**src/sv/b64_pkg.sv**
```systemverilog
`default_nettype none
// ----------------------------------------------------------------------------
// b64_pkg: shared types and helpers for the Base64 stream codec
// Holds the result-group descriptor, register indexes and alphabet functions.
// ----------------------------------------------------------------------------
package b64_pkg;

    localparam logic [7:0] PAD_CHAR = 8'h3D;

    // Configuration register indexes.
    localparam logic [1:0] REG_DECODE_MODE = 2'd0;
    localparam logic [1:0] REG_URL_SAFE    = 2'd1;

    // Result-group queue between the front and the back end.
    localparam int QUEUE_DEPTH = 4;
    localparam int QPTR_W      = $clog2(QUEUE_DEPTH);
    localparam int QCNT_W      = $clog2(QUEUE_DEPTH + 1);

    // One group of one to four results caused by a single input transaction.
    typedef struct packed {
        logic [3:0][7:0] bytes;      // bytes[0] goes out first
        logic [2:0]      count;      // number of results, 1 to 4
        logic            data;       // 0 for a bare end marker
        logic            stream_end; // last group of the stream
        logic            bad;        // decode failure, on stream end only
    } job_t;

    function automatic logic [7:0] enc_char(input logic [5:0] v, input logic url);
        logic [7:0] c;
        if (v < 6'd26) begin
            c = 8'h41 + {2'b00, v};
        end else if (v < 6'd52) begin
            c = 8'h61 + {2'b00, v} - 8'd26;
        end else if (v < 6'd62) begin
            c = 8'h30 + {2'b00, v} - 8'd52;
        end else if (v == 6'd62) begin
            c = url ? 8'h2D : 8'h2B;
        end else begin
            c = url ? 8'h5F : 8'h2F;
        end
        return c;
    endfunction

    // Returns {valid, sextet}.
    function automatic logic [6:0] dec_char(input logic [7:0] c, input logic url);
        logic [7:0] t;
        logic [6:0] r;
        t = 8'h00;
        r = 7'h00;
        if (c inside {[8'h41:8'h5A]}) begin
            t = c - 8'h41;
            r = {1'b1, t[5:0]};
        end else if (c inside {[8'h61:8'h7A]}) begin
            t = c - 8'h61 + 8'd26;
            r = {1'b1, t[5:0]};
        end else if (c inside {[8'h30:8'h39]}) begin
            t = c - 8'h30 + 8'd52;
            r = {1'b1, t[5:0]};
        end else if (url && c == 8'h2D) begin
            r = {1'b1, 6'd62};
        end else if (url && c == 8'h5F) begin
            r = {1'b1, 6'd63};
        end else if (!url && c == 8'h2B) begin
            r = {1'b1, 6'd62};
        end else if (!url && c == 8'h2F) begin
            r = {1'b1, 6'd63};
        end
        return r;
    endfunction

endpackage
`default_nettype wire

```
**src/sv/b64_front.sv**
```systemverilog
`default_nettype none
// ----------------------------------------------------------------------------
// b64_front: input side of the Base64 stream codec
// Holds the registers and the group state, and turns each input transaction
// into at most one group descriptor for the queue.
// ----------------------------------------------------------------------------
module b64_front
    import b64_pkg::*;
(
    input  wire logic       aclk,
    input  wire logic       aresetn,
    input  wire logic       s_tvalid,
    output logic            s_tready,
    input  wire logic [7:0] s_tdata,
    input  wire logic       s_tlast,
    input  wire logic       cfg_valid,
    output logic            cfg_ready,
    input  wire logic [1:0] cfg_index,
    input  wire logic       cfg_data,
    input  wire logic       q_full,
    output logic            q_push,
    output job_t            q_job
);

    logic        decode_reg, url_reg;
    logic [23:0] gb_reg, gb_next;
    logic [1:0]  cnt_reg, cnt_next;
    logic [1:0]  pads_reg, pads_next;
    logic        err_reg, err_next;
    logic        acc;

    assign s_tready  = !q_full;
    assign cfg_ready = 1'b1;
    assign acc       = s_tvalid && !q_full;

    always_comb begin
        logic [23:0] a;
        logic [23:0] gfull;
        logic [6:0]  dv;
        logic [2:0]  c;
        logic [2:0]  n;
        logic        ok;
        gb_next   = gb_reg;
        cnt_next  = cnt_reg;
        pads_next = pads_reg;
        err_next  = err_reg;
        q_job     = '0;
        n         = 3'd0;
        a         = 24'h0;
        gfull     = {gb_reg[17:0], 6'h00};
        dv        = 7'h00;
        c         = 3'd0;
        ok        = 1'b0;
        if (!decode_reg) begin
            a = {gb_reg[15:0], s_tdata};
            if (cnt_reg == 2'd2) begin
                for (int k = 0; k < 4; k++) begin
                    q_job.bytes[k] = enc_char(a[23 - 6 * k -: 6], url_reg);
                end
                n        = 3'd4;
                gb_next  = 24'h0;
                cnt_next = 2'd0;
            end else begin
                gb_next  = a;
                cnt_next = cnt_reg + 2'd1;
                if (s_tlast) begin
                    // Partial group: left-align the bytes, then pad.
                    c = {1'b0, cnt_reg} + 3'd1;
                    a = (cnt_reg == 2'd0) ? {s_tdata, 16'h0} : {gb_reg[7:0], s_tdata, 8'h0};
                    for (int k = 0; k < 4; k++) begin
                        q_job.bytes[k] = (3'(k) <= c) ? enc_char(a[23 - 6 * k -: 6], url_reg)
                                                      : PAD_CHAR;
                    end
                    n = url_reg ? c + 3'd1 : 3'd4;
                end
            end
        end else if (!err_reg) begin
            if (s_tdata == PAD_CHAR) begin
                if (cnt_reg < 2'd2 || ({1'b0, cnt_reg} + {1'b0, pads_reg}) >= 3'd4) begin
                    err_next = 1'b1;
                end else begin
                    pads_next = pads_reg + 2'd1;
                end
            end else begin
                dv    = dec_char(s_tdata, url_reg);
                gfull = {gb_reg[17:0], dv[5:0]};
                if (!dv[6] || pads_reg != 2'd0) begin
                    err_next = 1'b1;
                end else if (cnt_reg == 2'd3) begin
                    q_job.bytes[0] = gfull[23:16];
                    q_job.bytes[1] = gfull[15:8];
                    q_job.bytes[2] = gfull[7:0];
                    n        = 3'd3;
                    gb_next  = 24'h0;
                    cnt_next = 2'd0;
                end else begin
                    gb_next  = gfull;
                    cnt_next = cnt_reg + 2'd1;
                end
            end
            if (s_tlast && !err_next) begin
                c = {1'b0, cnt_next};
                if (pads_next != 2'd0) begin
                    ok = (c + {1'b0, pads_next}) == 3'd4;
                end else if (c == 3'd1) begin
                    ok = 1'b0;
                end else begin
                    ok = (c == 3'd0) || url_reg;
                end
                if (!ok) begin
                    err_next = 1'b1;
                end else if (c >= 3'd2) begin
                    // Trailing bits below the last whole byte are dropped.
                    a = (c == 3'd2) ? {gb_next[11:0], 12'h0} : {gb_next[17:0], 6'h0};
                    q_job.bytes[0] = a[23:16];
                    q_job.bytes[1] = a[15:8];
                    n = c - 3'd1;
                end
            end
        end
        q_job.count = n;
        q_job.data  = 1'b1;
        if (s_tlast) begin
            if (n == 3'd0) begin
                q_job.bytes = '0;
                q_job.count = 3'd1;
                q_job.data  = 1'b0;
            end
            q_job.stream_end = 1'b1;
            q_job.bad        = decode_reg && err_next;
            gb_next   = 24'h0;
            cnt_next  = 2'd0;
            pads_next = 2'd0;
            err_next  = 1'b0;
        end
        q_push = acc && (n != 3'd0 || s_tlast);
    end

    always_ff @(posedge aclk) begin
        if (!aresetn) begin
            decode_reg <= 1'b0;
            url_reg    <= 1'b0;
            gb_reg     <= 24'h0;
            cnt_reg    <= 2'd0;
            pads_reg   <= 2'd0;
            err_reg    <= 1'b0;
        end else begin
            if (acc) begin
                gb_reg   <= gb_next;
                cnt_reg  <= cnt_next;
                pads_reg <= pads_next;
                err_reg  <= err_next;
            end
            if (cfg_valid && cfg_index == REG_DECODE_MODE) begin
                decode_reg <= cfg_data;
                gb_reg     <= 24'h0;
                cnt_reg    <= 2'd0;
                pads_reg   <= 2'd0;
                err_reg    <= 1'b0;
            end
            if (cfg_valid && cfg_index == REG_URL_SAFE) begin
                url_reg <= cfg_data;
            end
        end
    end

endmodule
`default_nettype wire

```
**src/sv/b64_queue.sv**
```systemverilog
`default_nettype none
// ----------------------------------------------------------------------------
// b64_queue: group descriptor queue
// A small FIFO that lets the front and back ends stall independently.
// ----------------------------------------------------------------------------
module b64_queue
    import b64_pkg::*;
(
    input  wire logic aclk,
    input  wire logic aresetn,
    input  wire logic push,
    input  wire job_t push_job,
    output logic      full,
    input  wire logic pop,
    output logic      avail,
    output job_t      head
);

    job_t              mem [QUEUE_DEPTH];
    logic [QPTR_W-1:0] wr_reg, rd_reg;
    logic [QCNT_W-1:0] cnt_reg;

    assign full  = cnt_reg == QCNT_W'(QUEUE_DEPTH);
    assign avail = cnt_reg != '0;
    assign head  = mem[rd_reg];

    always_ff @(posedge aclk) begin
        if (push) begin
            mem[wr_reg] <= push_job;
        end
    end

    always_ff @(posedge aclk) begin
        if (!aresetn) begin
            wr_reg  <= '0;
            rd_reg  <= '0;
            cnt_reg <= '0;
        end else begin
            if (push) begin
                wr_reg <= (wr_reg == QPTR_W'(QUEUE_DEPTH - 1)) ? '0 : wr_reg + QPTR_W'(1);
            end
            if (pop) begin
                rd_reg <= (rd_reg == QPTR_W'(QUEUE_DEPTH - 1)) ? '0 : rd_reg + QPTR_W'(1);
            end
            if (push && !pop) begin
                cnt_reg <= cnt_reg + QCNT_W'(1);
            end else if (pop && !push) begin
                cnt_reg <= cnt_reg - QCNT_W'(1);
            end
        end
    end

endmodule
`default_nettype wire

```
**src/sv/b64_back.sv**
```systemverilog
`default_nettype none
// ----------------------------------------------------------------------------
// b64_back: output side of the Base64 stream codec
// Takes one group descriptor at a time and sends its results one per cycle while m_tready is high.
// ----------------------------------------------------------------------------
module b64_back
    import b64_pkg::*;
(
    input  wire logic aclk,
    input  wire logic aresetn,
    input  wire logic q_avail,
    input  wire job_t q_head,
    output logic      q_pop,
    output logic       m_tvalid,
    input  wire logic  m_tready,
    output logic [7:0] m_tdata,
    output logic       m_tlast,
    output logic [2:0] m_tuser
);

    job_t       cur_reg;
    logic [1:0] idx_reg;
    logic       busy_reg;
    logic       final_beat;

    assign final_beat = ({1'b0, idx_reg} == cur_reg.count - 3'd1);
    assign q_pop      = q_avail && (!busy_reg || (m_tready && final_beat));

    assign m_tvalid = busy_reg;
    assign m_tdata  = cur_reg.bytes[idx_reg];
    assign m_tlast  = final_beat && cur_reg.stream_end;
    assign m_tuser  = {final_beat && cur_reg.bad, final_beat, cur_reg.data};

    always_ff @(posedge aclk) begin
        if (q_pop) begin
            cur_reg <= q_head;
        end
    end

    always_ff @(posedge aclk) begin
        if (!aresetn) begin
            busy_reg <= 1'b0;
            idx_reg  <= 2'd0;
        end else if (q_pop) begin
            busy_reg <= 1'b1;
            idx_reg  <= 2'd0;
        end else if (busy_reg && m_tready) begin
            if (final_beat) begin
                busy_reg <= 1'b0;
            end
            idx_reg <= idx_reg + 2'd1;
        end
    end

endmodule
`default_nettype wire

```
**src/sv/base64_stream_codec.sv**
```systemverilog
`default_nettype none
// ----------------------------------------------------------------------------
// base64_stream_codec: streaming Base64 encoder and decoder
// Byte stream in, Base64 text or decoded bytes out, standard or URL alphabet.
// ----------------------------------------------------------------------------
// Each input transaction carries one byte and an end flag. With decode_mode
// at 0 the block encodes: every three bytes give four characters, and at the
// end of a stream a partial group is flushed and, with the standard alphabet,
// padded with '=' to four. With decode_mode at 1 it decodes: every four
// characters give three bytes, a final group may end in one or two pads, and
// an unpadded final group of two or three characters is taken only with the
// URL-safe alphabet. A bad character, a misplaced pad or a final group of one
// character sets a sticky error: no more bytes come out and the stream-end
// result reports it. A stream end that causes no byte yields one bare end
// marker. An input transaction is taken whenever the queue has room, and
// results leave at one per cycle while m_tready is high, so in encode mode
// the output port sets the sustained rate. A four-entry queue between the
// input side and the output side lets the input keep flowing while the
// output is stalled. Configuration must be written only while the stream is
// idle; the block does not enforce this. Writing decode_mode clears the stream.
// ----------------------------------------------------------------------------
module base64_stream_codec
    import b64_pkg::*;
(
    input  wire logic       aclk,
    input  wire logic       aresetn,
    // Input stream
    input  wire logic       s_tvalid,
    output logic            s_tready,
    input  wire logic [7:0] s_tdata,   // [7:0] in_byte
    input  wire logic       s_tlast,   // in_last
    // Result stream
    output logic            m_tvalid,
    input  wire logic       m_tready,
    output logic [7:0]      m_tdata,   // [7:0] out_byte
    output logic            m_tlast,   // stream_end
    output logic [2:0]      m_tuser,   // [0] out_valid, [1] run_end, [2] bad_input
    // Configuration writes: index 0 decode_mode, index 1 url_safe_alphabet
    input  wire logic       cfg_valid,
    output logic            cfg_ready,
    input  wire logic [1:0] cfg_index,
    input  wire logic       cfg_data
);

    logic q_full, q_push, q_pop, q_avail;
    job_t q_job, q_head;

    // The front end classifies each transaction and builds a result group.
    b64_front u_front (
        .aclk      (aclk),
        .aresetn   (aresetn),
        .s_tvalid  (s_tvalid),
        .s_tready  (s_tready),
        .s_tdata   (s_tdata),
        .s_tlast   (s_tlast),
        .cfg_valid (cfg_valid),
        .cfg_ready (cfg_ready),
        .cfg_index (cfg_index),
        .cfg_data  (cfg_data),
        .q_full    (q_full),
        .q_push    (q_push),
        .q_job     (q_job)
    );

    // Groups wait here until the output side is ready for them.
    b64_queue u_queue (
        .aclk     (aclk),
        .aresetn  (aresetn),
        .push     (q_push),
        .push_job (q_job),
        .full     (q_full),
        .pop      (q_pop),
        .avail    (q_avail),
        .head     (q_head)
    );

    // The back end serializes each group, one result per transaction.
    b64_back u_back (
        .aclk     (aclk),
        .aresetn  (aresetn),
        .q_avail  (q_avail),
        .q_head   (q_head),
        .q_pop    (q_pop),
        .m_tvalid (m_tvalid),
        .m_tready (m_tready),
        .m_tdata  (m_tdata),
        .m_tlast  (m_tlast),
        .m_tuser  (m_tuser)
    );

    // The stream end is always the last result of its group.
    a_end_is_run_end: assert property (@(posedge aclk) disable iff (!aresetn)
        m_tvalid && m_tlast |-> m_tuser[1])
        else $error("stream end without run end");

    // A decode failure is reported only on the stream-end result.
    a_bad_on_end: assert property (@(posedge aclk) disable iff (!aresetn)
        m_tvalid && m_tuser[2] |-> m_tlast)
        else $error("bad_input away from stream end");

    // A bare end marker only closes a stream.
    a_bare_marker: assert property (@(posedge aclk) disable iff (!aresetn)
        m_tvalid && !m_tuser[0] |-> m_tlast && m_tdata == 8'h00)
        else $error("bare marker not at stream end");

    // A stalled result stays offered.
    a_hold: assert property (@(posedge aclk) disable iff (!aresetn)
        m_tvalid && !m_tready |=> m_tvalid && $stable(m_tdata))
        else $error("result dropped while stalled");

endmodule
`default_nettype wire
```
**config.mk**
```make
export PLATFORM = sky130hd
export DESIGN_NAME = base64_stream_codec
export DESIGN_NICKNAME = d
export VERILOG_FILES = /design/src/sv/b64_pkg.sv /design/src/sv/b64_front.sv /design/src/sv/b64_queue.sv /design/src/sv/b64_back.sv /design/src/sv/base64_stream_codec.sv
export SDC_FILE = /design/constraint.sdc
export NUM_CORES = 1
export LEC_CHECK = 0
export BUFFER_PORTS_ARGS = -buffer_cell sky130_fd_sc_hd__buf_2
export CORE_MARGIN = 2
export CORE_UTILIZATION = 41
export CTS_CLUSTER_SIZE = 28
export DETAILED_ROUTE_END_ITERATION = 16
export GPL_ROUTABILITY_DRIVEN = 0
export PLACE_DENSITY_LB_ADDON = 0.12
export SLEW_MARGIN = 10
export SYNTH_ARGS = -nofsm -noshare
export SYNTH_HDL_FRONTEND = slang
export SYNTH_SLANG_ARGS = --single-unit
```
**constraint.sdc**
```tcl
create_clock -name aclk -period 7.04 [get_ports aclk]
set_input_delay 1.408 -clock aclk [delete_from_list [all_inputs] [get_ports aclk]]
set_output_delay 1.408 -clock aclk [all_outputs]
set_load 0.01 [all_outputs]
```
==> flow_summary.ini <==
[setup_path]
end_kind = flip-flop
worstPathRequired_ns = 7.23
cp_max_fo = 17
crit_type = input port to flip-flop
crit_chain = buf_2 -> ha_1 -> a21o_1 -> o211ai_2 -> and3_1 -> buf_4 -> o311a_1 -> a21oi_2 -> inv_1 -> fa_1 -> nor3b_1 -> nand3_1 -> mux2_2 -> mux2i_1 -> o221ai_2 -> nor3_4 -> buf_4 -> nor4_1
crit_path_top_delay_cell = nor4_1
worstPathArrival_ns = 6.39
crit_top_cell = buf_4
cp_num_buf_inv = 4
cp_top_family = simple AND/OR/NAND/NOR gates
cp-start-kind = input port
rrSetupSlack_ns = 2.09
slowest_delay_ns = 0.74

[place]
port_buffers = 30
dp_cells = 1782
place_area_um2 = 15000
dpl.hpwl_um = 29900

[final_layout]
drive_gt1_share_pct = 14.4
instances_no_fill = 1826
antenna_cells = 0
largest_reg_flops = 152
area_growth_pct = 10.6
nNetsFinal = 1456
finish.instance_area_um2 = 15800

[cts]
cts_htree_levels = 1
cts.sinks = 225
clkLatencyLatePin_ns = 0.51
cts_tree = built
clkTransAtPathRegs_ns = 0.07
cts_root_buffer = clkbuf_16
clock_path_buffers = 3
cts_made_buffers = 24
postCtsHoldBufs = 0
postCtsResizedCells = 0
post_cts_buffers = 0

[grt]
grt_pass1_wl_um = 63600
use_met1_pct = 32.0
first_global_vias = 10600
use_met2_pct = 36.8
top_usage_layer = met2
antenna_found_initial = 1
gr-usage-met3_pct = 2.69
overflow = 0
track_usage_pct = 22.8
grt_max_degree = 56

[die]
core_area_um2 = 34500
start_util_pct = 41.5
die_area_um2 = 36400
num_io_pins = 32
die_y_um = 191
die_w_um = 191
rows = 68

[pwr]
power_frac_clock_pct = 29.9
combPwrFrac_pct = 25.2
p_sw_mw = 1.21
p_total_mw = 4.04
seqPwrFrac_pct = 44.9
powerDensity_nw_per_um2 = 256
p_sw_share_pct = 29.9
leakagePower_nw = 5.56
internal_power_mw = 2.83
ir_drop_mv = 0.231

[timing]
tightest_slew_ns = 1.10
tns_ns = 0
min_period_ns = 6.20
skew_ns = 0.0153
finalSetupViolations = 0
final-max-slew-violation-count = 0
fin_crit_sh_pct = 88.1
hold_violations = 0
max_slew_margin_pct = 26.9
rsz0062_at_grt = no
fmax_ghz = 0.161

[job]
drv_cap = 0

[synth]
syn_area_um2 = 14300
synth_warnings = 0
async_flop_share_pct = 0
ys_seq_area_share_pct = 44.8
yosysMostFrequentCell = edfxtp_1
synth_top_area_share_pct = 39.9
synth_common_cells = edfxtp_1 (190), nand2_1 (118), a21oi_1 (96)
avgSynthCellArea_um2 = 10.7
synthCells = 1341
syn-num-nets = 1444
ys_types = 84
ys_ff_latch = 225
synthFlopType = edfxtp_1
synth_area_leader_cell = edfxtp_1
synth_edf_count = 190
synthTopCellsByArea = edfxtp_1 (40%), ha_1 (7.4%), mux4_2 (7.3%), dfxtp_1 (4.9%), a21oi_1 (3.4%)

[drt]
first_pass_iters = 5
drt_wl_total_um = 41400
post_drt_wl_per_cell_um = 22.7
drc_errors = 0
vias = 10900
ant_nets = 0
drt_iter0_markers = 883
vias_per_cell = 5.99

[min_path]
hp-class = flip-flop to flip-flop

[status]
status = finished clean
[kinds of logic (layout without fill, tap and decap cells)]
group           after synthesis  count (layout)  share of synthesized area, %
simple gates                383             383                          13.3
other cells                   1               1                        0.0263
buf+inv                     158             188                          4.48
compound gates              367             367                          17.5
flops                       225             225                          44.8
xor+xnor                     50              50                          3.07
fa+ha+maj                    86              86                          7.64
mux                          71              71                          9.16
[per-layer routing]
metal / wire length [um] / vias up
met5: 0 / -
met4: 1270 / 0
met3: 2490 / 70
met2: 19200 / 414
met1: 18400 / 5357
li1: - / 5102
[path summary, 6_finish.rpt]
path / cells after the start / from / end
min: 2 / u_front.gb_reg[16] / u_front.gb_reg[16]
max reg2reg: 16 / u_front.url_reg / u_queue.mem[0][10]
min reg2reg: 2 / u_front.gb_reg[16] / u_front.gb_reg[16]
max: 18 / s_tdata[3] / u_queue.mem[0][10]
[metrics by stage]
step                hold slack (ns)  worst slack (ns)  utilization, %
global placement              0.464             0.535            43.6
detailed placement            0.465             0.447            43.6
floorplan                     0.436             0.760               -
finish                        0.476             0.839            45.9
global route                  0.501             0.565            45.9
CTS                           0.472             0.955            45.9
[power by group through the flow]
| stage | clock network (mW) | registers [mW] | logic [mW] |
|---|---|---|---|
| final | 1.21 | 1.81 | 1.02 |
| after global placement | 0 | 1.84 | 1.02 |
| after global routing | 1.29 | 1.84 | 1.12 |
| after CTS | 1.24 | 1.82 | 1.03 |
| after floorplan | 0 | 1.77 | 0.754 |
| after detailed placement | 0 | 1.85 | 1.03 |
[placed cells by master, fill, tap and decap left out, types with 42 or more instances in the layout]
cell type  count
a21oi_1       96
nand3_1       51
o21ai_0       78
inv_1         63
edfxtp_1     190
nand2_1      118
mux4_2        46
nor2_1        74
buf_4         42
ha_1          84
[cell type report]
type                    count  area (um^2)
repair buffers             76          546
flip-flops and latches    225         6410
fillers                  3186        18700
inverters                  68          255
well taps                 455          569
clock inverters             9         55.1
multi-input cells         958         7260
clock buffers              35          713
[worst register-to-register path: stages (launching register included)]
cell and delay [ns]:
dfxtp_1 0.57, nand3_1 0.22, a21o_1 0.22, and3_1 0.24
a311oi_4 0.30, mux2i_4 0.14, inv_2 0.10, ha_1 0.16
fa_1 0.41, nor3b_1 0.38, nand3_1 0.12, mux2_2 0.33
mux2i_1 0.15, o221ai_2 0.27, nor3_4 0.08, buf_4 0.21
nor4_1 0.75
(Power assumes the default switching activity.)
